**config.mk**
```make
export PLATFORM = sky130hd
export DESIGN_NAME = skip_literal_rle_decoder
export DESIGN_NICKNAME = d
export VERILOG_FILES = /design/src/design/slrd_pkg.sv /design/src/design/skip_literal_rle_decoder.sv /design/src/design/slrd_decode.sv
export SDC_FILE = /design/constraint.sdc
export NUM_CORES = 1
export LEC_CHECK = 0
export ABC_AREA = 1
export BUFFER_PORTS_ARGS = -buffer_cell sky130_fd_sc_hd__buf_4
export CORE_MARGIN = 5
export CORE_UTILIZATION = 29
export CTS_CLUSTER_SIZE = 12
export DETAILED_ROUTE_END_ITERATION = 12
export PLACE_DENSITY_LB_ADDON = 0.3
export SLEW_MARGIN = 20
export SYNTH_ARGS = -nofsm -noshare
export SYNTH_HDL_FRONTEND = slang
export SYNTH_SLANG_ARGS = --single-unit
```
**constraint.sdc**
```tcl
create_clock -name clk -period 16.6 [get_ports clk]
set_input_delay 3.32 -clock clk [delete_from_list [all_inputs] [get_ports clk]]
set_output_delay 3.32 -clock clk [all_outputs]
set_load 0.02 [all_outputs]
```
**src/design/slrd_pkg.sv**
```systemverilog
// slrd_pkg: shared types and constants for the skip/literal RLE decoder.
// Used by slrd_decode and skip_literal_rle_decoder; no dependencies.
`timescale 1ns / 1ps

package slrd_pkg;

	localparam int COUNT_WIDTH = 24;

	typedef logic [COUNT_WIDTH-1:0] cnt_t;

	typedef enum logic [1:0] {
		ST_OK        = 2'd0,
		ST_OVERRUN   = 2'd1,
		ST_TRUNCATED = 2'd2
	} status_t;

	typedef struct packed {
		logic        emit;
		logic [7:0]  pixel_value;
		logic [7:0]  run_length;
		logic        end_of_cell;
		status_t     status;
		logic [23:0] fill_count;
	} result_t;

endpackage

```
**src/design/skip_literal_rle_decoder.sv**
```systemverilog
// skip_literal_rle_decoder: top level, input register, result register, config.
// Depends on slrd_pkg and slrd_decode.
//
//   channel  direction  handshake            payload
//   in       request    in_valid / in_stall  data_byte, last_byte
//   out      result     out_valid / out_stall pixel_value, run_length, end_of_cell,
//                                            status, fill_count
//   cfg      write      cfg_write            pixel_total
//
// One byte per cycle sustained while out_stall does not hold the pipe; a byte passes
// through the input register, then the result register. Rate is set by the cell-state update in slrd_decode.
// Reset clears pipeline valids, cell state and pixel_total.
// An out stall holds the result register and the input register behind it.
`timescale 1ns / 1ps

module skip_literal_rle_decoder import slrd_pkg::*; (
	input  logic        clk,
	input  logic        arst_n,
	input  logic        cfg_write,
	input  logic [23:0] pixel_total,
	input  logic        in_valid,
	output logic        in_stall,
	input  logic [7:0]  data_byte,
	input  logic        last_byte,
	output logic        out_valid,
	input  logic        out_stall,
	output logic [7:0]  pixel_value,
	output logic [7:0]  run_length,
	output logic        end_of_cell,
	output logic [1:0]  status,
	output logic [23:0] fill_count
);

	logic [23:0] pixel_total_q;
	logic        valid_s1;
	logic [7:0]  data_s1;
	logic        last_s1;
	logic        out_valid_q;
	result_t     out_q;
	result_t     res;
	logic        adv;

	assign adv      = valid_s1 && (!out_valid_q || !out_stall);
	assign in_stall = valid_s1 && !adv;

	always_ff @(posedge clk or negedge arst_n) begin
		if (!arst_n)
			pixel_total_q <= 24'd0;
		else if (cfg_write)
			pixel_total_q <= pixel_total;
	end

	always_ff @(posedge clk or negedge arst_n) begin
		if (!arst_n) begin
			valid_s1 <= 1'b0;
		end else if (!in_stall) begin
			valid_s1 <= in_valid;
		end
	end

	always_ff @(posedge clk) begin
		if (!in_stall) begin
			data_s1 <= data_byte;
			last_s1 <= last_byte;
		end
	end

	slrd_decode u_decode (
		.clk         (clk),
		.arst_n      (arst_n),
		.fire        (adv),
		.data_byte   (data_s1),
		.last_byte   (last_s1),
		.pixel_total (pixel_total_q),
		.res         (res)
	);

	always_ff @(posedge clk or negedge arst_n) begin
		if (!arst_n) begin
			out_valid_q <= 1'b0;
		end else if (adv) begin
			out_valid_q <= res.emit;
		end else if (!out_stall) begin
			out_valid_q <= 1'b0;
		end
	end

	always_ff @(posedge clk) begin
		if (adv)
			out_q <= res;
	end

	assign out_valid   = out_valid_q;
	assign pixel_value = out_q.pixel_value;
	assign run_length  = out_q.run_length;
	assign end_of_cell = out_q.end_of_cell;
	assign status      = out_q.status;
	assign fill_count  = out_q.fill_count;

endmodule

```
**src/design/slrd_decode.sv**
```systemverilog
// slrd_decode: per-cell decode state and next-state logic, one byte a cycle when fire is high.
// Depends on slrd_pkg.
`timescale 1ns / 1ps

module slrd_decode import slrd_pkg::*; (
	input  logic        clk,
	input  logic        arst_n,
	input  logic        fire,
	input  logic [7:0]  data_byte,
	input  logic        last_byte,
	input  logic [23:0] pixel_total,
	output result_t     res
);

	logic       in_lit_q;
	logic [7:0] lit_left_q;
	cnt_t       written_q;
	logic       stopped_q;
	status_t    err_q;

	logic       in_lit_n;
	logic [7:0] lit_left_n;
	cnt_t       written_n;
	logic       stopped_n;
	status_t    err_n;

	cnt_t       total;
	cnt_t       rem;
	logic       rem_zero;
	logic       skip;
	logic [7:0] count;
	logic [7:0] rl;
	logic [7:0] pv;
	logic       emit;

	assign total    = COUNT_WIDTH'(pixel_total);
	assign rem      = (total > written_q) ? (total - written_q) : '0;
	assign rem_zero = (rem == '0);
	assign skip     = data_byte[7];
	assign count    = skip ? (~data_byte + 8'd1) : (data_byte + 8'd1);

	always_comb begin
		in_lit_n   = in_lit_q;
		lit_left_n = lit_left_q;
		written_n  = written_q;
		stopped_n  = stopped_q;
		err_n      = err_q;
		pv         = 8'd0;
		rl         = 8'd0;
		emit       = 1'b0;
		if (!stopped_q) begin
			if (in_lit_q) begin
				if (rem_zero) begin
					in_lit_n   = 1'b0;
					lit_left_n = 8'd0;
					stopped_n  = 1'b1;
				end else begin
					pv         = data_byte;
					rl         = 8'd1;
					emit       = 1'b1;
					written_n  = written_q + cnt_t'(1);
					lit_left_n = lit_left_q - 8'd1;
					if (lit_left_n == 8'd0)
						in_lit_n = 1'b0;
				end
			end else if (rem_zero) begin
				stopped_n = 1'b1;
			end else if (COUNT_WIDTH'(count) > rem) begin
				err_n     = ST_OVERRUN;
				stopped_n = 1'b1;
			end else if (skip) begin
				rl        = count;
				emit      = 1'b1;
				written_n = written_q + COUNT_WIDTH'(count);
			end else begin
				in_lit_n   = 1'b1;
				lit_left_n = count;
			end
			if (!stopped_n && !in_lit_n && (rem == COUNT_WIDTH'(rl)))
				stopped_n = 1'b1;
		end
	end

	always_comb begin
		res.emit        = emit || last_byte;
		res.pixel_value = pv;
		res.run_length  = rl;
		res.end_of_cell = last_byte;
		res.status      = ST_OK;
		res.fill_count  = 24'd0;
		if (last_byte) begin
			priority if (err_n != ST_OK)
				res.status = err_n;
			else if (in_lit_n && (lit_left_n != 8'd0))
				res.status = ST_TRUNCATED;
			else
				res.status = ST_OK;
			res.fill_count = 24'(rem - COUNT_WIDTH'(rl));
		end
	end

	always_ff @(posedge clk or negedge arst_n) begin
		if (!arst_n) begin
			in_lit_q   <= 1'b0;
			lit_left_q <= 8'd0;
			written_q  <= '0;
			stopped_q  <= 1'b0;
			err_q      <= ST_OK;
		end else if (fire) begin
			if (last_byte) begin
				in_lit_q   <= 1'b0;
				lit_left_q <= 8'd0;
				written_q  <= '0;
				stopped_q  <= 1'b0;
				err_q      <= ST_OK;
			end else begin
				in_lit_q   <= in_lit_n;
				lit_left_q <= lit_left_n;
				written_q  <= written_n;
				stopped_q  <= stopped_n;
				err_q      <= err_n;
			end
		end
	end

endmodule
```
After elaboration in Yosys (flattened, before gate mapping)
Index checks and enable logic that the tools add are counted.

$add $sub $neg: 7. $mul: 0. Divide/modulo/power cells: 0. Order comparisons: 2. Equal/unequal tests: 5. Shift operators: 0. Muxes and demuxes: 55. Bitwise gates (word level): 2. Reductions and logical operators: 19.

Operators with widths (count): 24-bit 2-to-1 mux (8); 8-bit 2-to-1 mux (14); 1-bit 2-to-1 mux (26); 24-bit by 1-bit adder with 24-bit output, second input constant (1); 24-bit by 8-bit adder with 24-bit output (1); 24-bit by 8-bit == test with 1-bit output (1); 24-bit greater-than comparator (1); 8-bit by 24-bit greater-than comparator with 1-bit output (1); 24-bit logical NOT (1); 24-bit subtractor (1); 24-bit by 8-bit subtractor with 24-bit output (1); 8-bit by 1-bit adder with 8-bit output, second input constant (2); 2-bit 2-to-1 mux (7); 8-bit logical NOT (1); 8-bit NOT (1); 8-bit nonzero test (1); 8-bit by 1-bit subtractor with 8-bit output, second input constant (1); 1-bit logical AND (5); 1-bit logical NOT (5); 5-bit AND reduction (1); 2-bit != test, second input constant (2); 3-bit by 2-bit != test with 1-bit output, second input constant (1); 3-bit nonzero test (1); 3-bit OR reduction (1); 4 further kinds (5).

Flip-flop bits (word level): 114. Latch bits: 0. RAM bits: 0. Memory bits (read-only): 0. Input port bits: 38. Output and inout port bits: 45. Word-level logic and storage cells: 105. Memories: 0.

Logic depth before layout (Yosys ltp)
Gate-level depths: netlist of the first run.

Depth in word-level cells: 14. Gate-level depth with buffers: 45.

Hierarchy
From an unflattened synthesis of the first run, not the netlist that was laid out.

Cell total of the unflattened synthesis: 1293. Area, all modules: 9090.0 sq um.

Modules (own cells, without submodules): slrd_decode (instances 1, cells an instance 1129, area each 6470.0 sq um); skip_literal_rle_decoder (instances 1, cells an instance 164, area each 2620.0 sq um).

Worst setup path before layout of the first run
Ideal clock, no wire load.

Kind: input to output. From: in out_stall. To: out in_stall. Arrival time: 3.728 ns. Required time: 13.280 ns. Setup slack: 9.552 ns. Cell stages on the path: 2. Cells stage by stage: nand2_1 nor2_1.

Word-level cells in the longest chain between the ends: 5.

Ends and longest elaborated chain: start: declaration (RTL line skip_literal_rle_decoder.sv:26) `input logic out_stall,`; 1-bit logical NOT; 1-bit logical OR (RTL line skip_literal_rle_decoder.sv:43) `assign adv = valid_s1 && (!out_valid_q || !out_stall);`; 1-bit logical AND (RTL line skip_literal_rle_decoder.sv:43); 1-bit logical NOT (RTL line skip_literal_rle_decoder.sv:44) `assign in_stall = valid_s1 && !adv;`; 1-bit logical AND (RTL line skip_literal_rle_decoder.sv:44); end: declaration (RTL line skip_literal_rle_decoder.sv:22) `output logic in_stall,`.

No other way between the ends.

Worst setup path after layout of the first run
Ends and elaborated chain as after synthesis.

==> reports/qor.yml, run 1 <==
logic_synthesis:
  ys_seq_area_frac: 0.3531
  synth_edf_count: 52
  synth_nets: 1326
  ys.warnings.count: 0
  ys.flop_type: "dfrtp_1"
  synth_seq_cells: 114
  synthArstFlopShare: 0.5439
  synth.distinct_cells: 50
  syn_area_sq_um: 8816
  synth_area_per_cell_sq_um: 7.144
  synth_cells: 1234
global_routing:
  grt_start_max_net_pins: 63
  grt_pass1_vias: 7409
  antenna_found_initial: 0
  grt-ovfl-total: 0
  grt_pass1_wl_mm: 38.12
  grt_usage: 0.1398
floorplan:
  die-width_um: 184.4
  coreArea_sq_um: 29800
  fp-row-count: 63
  die_h_um: 184.4
  initial_core_util: 0.2959
  dieArea_sq_um: 33990
  ios: 83
setup_path:
  crit_type: "in2out"
  worstPathArrival_ns: 3.79
  rr_worst_depth: 38
  cp.required_ns: 13.28
  r2r_start: "data_s1[7]$_DFFE_PN_"
  critPathMaxFanout: 3
  end_kind: "output pin"
  cp-startpoint: "out_stall"
  timing.rr.end: "fill_count[23]$_SDFFCE_PN0P_"
  ff2ff_setup_slack_ns: 10.04
  start_kind: "primary input"
timing:
  slew_viol_final: 0
  fin_tns_setup_ns: 0
  rsz0062_at_grt: "false"
  slew_headroom: 0.4054
  fin_crit_sh: 0.4284
  fin_ws_ns: 9.489
  finalClockSkew_ns: 0.02143
  setup_viol: 0
  hold_viol_final: 0
  fin_crit_ns: 7.111
  max_freq_mhz: 140.6
  worst_slew_pin_slew_ns: 0.8885
clock_network:
  clk_latency_ns: 0.43
  holdBufCountCts: 0
  clk_pin_slew_ns: 0.05
  htreeDepth: 4
  cts-resized-gates: 0
  cts_tree: "done"
  root_buffer: "clkbuf_16"
  cts_buffer_depth: 2
  cts_buffers: 17
  clock_sinks: 114
  post-cts-setup-buffers: 0
routing:
  wl_met3_um: 979
  drc: 0
  wl_met1_mm: 12.38
  wl_met2_mm: 9.909
  drtPass1Iterations: 5
  drt_iter0_markers: 500
  top_layer: "met4"
  drt_wl_total_mm: 23.51
  ant_nets: 0
  via_count: 7795
  via_per_inst: 4.535
  post_drt_wl_per_cell_um: 13.68
cells_and_area:
  num_antenna_cells: 0
  final_common_cell: "nand2_1"
  layout_common_cells: "nand2_1 (351), inv_1 (217), nor2_1 (123)"
  finalNetCount: 1408
  drive_above_1_share: 0.1490
  finalNonFillerCells: 1719
  syn2layout_area_growth_pct: 18.17
  finish.utilization: 0.3496
outcome:
  outcome: "completed"
power:
  vdd_drop_max_mv: 0.06991
  power-per-cell-area_nw_per_um2: 145.3
  leakage_nw: 5.292
  total_power_mw: 1.514
placement:
  placement.io_buffers: 82
  pre_cts_ws_ns: 9.487
  dp_hpwl_mm: 18.46
  gp_congestion: 0.8873
  dp_cells: 1687
min_path:
  whs_path_depth: 2
  min_from: "u_decode.err_q[0]$_DFFE_PN0P_"
  holdPathEnd: "u_decode.err_q[0]$_DFFE_PN0P_"
  hold_path.class: "reg2reg"
job:
  maxCapViolations: 0
-- how the worst max path moves through the flow --
stage	end	cells after the start	slack, ns
floorplan	in_stall	2	9.55
global placement	in_stall	4	9.51
detailed placement	in_stall	4	9.49
CTS	in_stall	4	9.48
global route	fill_count[23]$_SDFFCE_PN0P_	38	9.22
finish	in_stall	4	9.49
-- cells in the mapped netlist, types with 2 or more instances --
cell type / instances / share of area
xor2_1: 11 / 0.011
nand2_4: 5 / 0.0064
o21bai_1: 2 / 0.0017
nand3_2: 6 / 0.0068
edfxtp_1: 52 / 0.18
nand4_1: 26 / 0.018
nand3_1: 63 / 0.036
nor2_1: 124 / 0.053
a21oi_1: 66 / 0.037
nand2_2: 10 / 0.0071
buf_6: 2 / 0.0026
clkbuf_1: 10 / 0.0043
buf_2: 5 / 0.0028
nor3_1: 12 / 0.0068
o211ai_2: 2 / 0.0028
nand3b_1: 5 / 0.0043
or2_2: 4 / 0.0028
inv_1: 217 / 0.092
nand2_1: 351 / 0.15
and2_1: 3 / 0.0021
o21ai_0: 37 / 0.021
dfrtp_1: 62 / 0.18
and3_1: 2 / 0.0014
ha_1: 51 / 0.072
nor2_4: 9 / 0.011
buf_1: 2 / 0.00085
xnor2_1: 11 / 0.011
o21a_1: 5 / 0.0043
mux2_2: 23 / 0.029
o22ai_1: 14 / 0.0099
o21ai_1: 2 / 0.0011
o31ai_1: 2 / 0.0017
a21oi_2: 2 / 0.0020
nor4_1: 2 / 0.0014
fa_1: 3 / 0.0068
clkinv_1: 2 / 0.00085
nor2_2: 16 / 0.011
-- state kept, by name, summed over array words and instances (netlist names) --
name	count
u_decode.written_q	24
status	2
end_of_cell	1
run_length	8
fill_count	24
data_s1	8
u_decode.lit_left_q	8
u_decode.err_q	2
pixel_value	8
last_s1	1
u_decode.stopped_q	1
pixel_total_q	24
u_decode.in_lit_q	1
out_valid	1
valid_s1	1
-- routing by layer --
layer	up-vias	GRT usage
met3	14	0.02566
met4	0	0.03727
met2	148	0.2085
met5	-	0
met1	3511	0.2075
li1	4122	-
-- metrics by stage --
stage                     hold WS, ns  instance area [sq um]
after global routing           0.5319                  10420
after CTS                      0.5080                  10420
final                          0.4992                  10420
after global placement         0.4971                   9827
after detailed placement       0.4934                   9827
after floorplan                0.4632                   8816
-- power breakdown --
part / total, mW / switching, mW / internal, mW
sequential: 0.398 / 0.0339 / 0.364
clock: 0.374 / 0.154 / 0.220
combinational: 0.742 / 0.478 / 0.264
total: 1.51 / 0.666 / 0.848
-- cell type report --
class                      count  area, sq um
tap                          390        488.0
sequential                   114         3113
clock inverter                12        90.09
timing repair buffer          84        630.6
clock buffer                  20        500.5
fill                        3198        19380
multi-input combinational    878         4763
inverter                     221        832.0
-- logic make-up after synthesis --
group | count (synthesis) | share of synthesized area
and+or+nand+nor | 640 | 0.3203
buffers and inverters | 242 | 0.1074
AOI/OAI and AO/OA | 139 | 0.08870
DFF | 114 | 0.3531
adders and majority gates | 54 | 0.07919
muxes | 23 | 0.02938
xor gates and xnor gates | 22 | 0.02186
-- worst max-delay path, cell delays in order --
cell and delay (ns):
buf_4 0.08, nand2_1 0.07, nor2_1 0.15, buf_4 0.17
No activity file was read; power rests on OpenSTA's default activity.
==> inputs of run 2 (changes only) <==
- clock period: 16.6 -> 5.7 ns (I/O delays scaled with it)
==> reports/qor.yml, run 2 (same netlist as run 1, synthesis figures left out) <==
global_routing:
  grt_usage: 0.1480
  grt-ovfl-total: 0
  grt_pass1_vias: 7637
  grt_pass1_wl_mm: 40.09
  antenna_found_initial: 0
  grt_start_max_net_pins: 63
timing:
  worst_slew_pin_slew_ns: 0.8447
  fin_crit_ns: 5.365
  max_freq_mhz: 186.4
  slew_headroom: 0.4369
  rsz0062_at_grt: "true"
  setup_viol: 0
  slew_viol_final: 0
  fin_crit_sh: 0.9412
  finalClockSkew_ns: 0.01902
  fin_tns_setup_ns: 0
  fin_ws_ns: 0.3353
  hold_slack_ns: 0.4975
  hold_viol_final: 0
placement:
  pre_cts_ws_ns: 0.08017
  gp_congestion: 0.9076
  dp_cells: 1729
  placement.io_buffers: 82
  dpl-instance-area_sq_um: 10140
  dp_hpwl_mm: 19.59
setup_path:
  cp-startpoint: "data_s1[0]$_DFFE_PN_"
  path_buf_inv: 7
  crit_cells: 37
  crit_slowest_cell: "edfxtp_1"
  cp_top_family: "simple AND/OR/NAND/NOR gates"
  r2r_start: "data_s1[0]$_DFFE_PN_"
  end_kind: "flop"
  ff2ff_setup_slack_ns: 0.34
  cpPeakStageDelay_ns: 0.44
  critPathMaxFanout: 4
  rr_worst_depth: 37
  critPathMostFrequentCell: "inv_1"
  timing.rr.end: "fill_count[21]$_SDFFCE_PN0P_"
  start_kind: "flop"
  crit_path_end: "fill_count[21]$_SDFFCE_PN0P_"
  worstPathArrival_ns: 5.55
  cp.required_ns: 5.89
  crit_type: "reg2reg"
cells_and_area:
  num_antenna_cells: 0
  finalInstanceArea_sq_um: 11090
  layout_common_cells: "nand2_1 (346), inv_1 (215), buf_4 (137)"
  drive_above_1_share: 0.2106
  finalNetCount: 1461
  syn2layout_area_growth_pct: 25.76
  finish.utilization: 0.3721
  final_common_cell: "nand2_1"
  finalNonFillerCells: 1772
  nFillCells: 3153
floorplan:
  die_h_um: 184.4
  ios: 83
  dieArea_sq_um: 33990
  initial_core_util: 0.2959
  fp-row-count: 63
  die-width_um: 184.4
  coreArea_sq_um: 29800
routing:
  ant_nets: 0
  drc: 0
  drt_wl_total_mm: 25.05
  via_per_inst: 4.563
  drt_iter0_markers: 394
  via_count: 8086
  drtPass1Iterations: 7
  post_drt_wl_per_cell_um: 14.14
power:
  vdd_drop_max_mv: 0.2025
  power-per-cell-area_nw_per_um2: 424.7
  leakage_nw: 5.557
  total_power_mw: 4.708
min_path:
  whs_path_depth: 2
  hold_path.class: "reg2reg"
job:
  maxCapViolations: 0
outcome:
  outcome: "completed"
clock_network:
  htreeDepth: 4
  root_buffer: "clkbuf_16"
  cts_buffers: 17
  cts_tree: "done"
  cts_buffer_depth: 2
  clk_latency_ns: 0.43
  clock_sinks: 114
  clk_pin_slew_ns: 0.07
-- run 2: changes by cell type in the layout (fill, tap and decap cells not counted), sizes merged --
cell | before | now
clkbuf | 20 | 21
buf | 84 | 137
bufinv | 0 | 1
inv | 224 | 222
clkinv | 8 | 7
clkinvlp | 1 | 2
-- run 2: worst min path at each step --
| stage | startpoint | end | slack (ns) |
|---|---|---|---|
| after detailed placement | u_decode.err_q[0]$_DFFE_PN0P_ | u_decode.err_q[0]$_DFFE_PN0P_ | 0.48 |
| after global placement | u_decode.err_q[0]$_DFFE_PN0P_ | u_decode.err_q[0]$_DFFE_PN0P_ | 0.48 |
| after floorplan | u_decode.err_q[0]$_DFFE_PN0P_ | u_decode.err_q[0]$_DFFE_PN0P_ | 0.46 |
| after CTS | u_decode.err_q[0]$_DFFE_PN0P_ | u_decode.err_q[0]$_DFFE_PN0P_ | 0.50 |
| final | u_decode.err_q[0]$_DFFE_PN0P_ | u_decode.err_q[0]$_DFFE_PN0P_ | 0.50 |
| after global routing | u_decode.err_q[0]$_DFFE_PN0P_ | u_decode.err_q[0]$_DFFE_PN0P_ | 0.51 |
-- run 2: per-layer routing --
metal	track usage	up-vias	routed length, um
met4	0.04052	0	282
met2	0.2160	154	10810
li1	-	4221	-
met1	0.2208	3690	12710
met5	0	-	0
met3	0.03118	21	1248
-- run 2: area by class of cell --
class,instances,area (sq um),share of cell area
Multi-Input combinational cell,878,5044,0.4549
Sequential cell,114,3113,0.2808
Timing Repair Buffer,137,1028,0.09277
Inverter,221,832.0,0.07505
Tap cell,390,488.0,0.04401
Clock buffer,21,481.7,0.04345
Clock inverter,11,100.1,0.009028
-- run 2: what timing repair did --
item                                   4_1_cts  5_1_grt
setup buffers                                0       11
endpoints found under the hold margin        0        0
hold buffers                                 0        0
setup endpoints to repair                    0       15
gates resized for setup                      0       61
-- run 2: report_power, final --
group	internal [mW]	switching, mW
Sequential	1.06	0.0982
Combinational	0.961	1.51
Clock	0.650	0.431
-- run 2: worst reg2reg max path: cells and delay by family, from the launching register on --
family                   cells  cell delay, ns
adder cells (fa/ha/maj)      3            0.86
flip-flops                   1            0.44
buffers and inverters        7            0.60
AND/OR/NAND/NOR             21            2.44
AO/OA/AOI/OAI                6            0.78
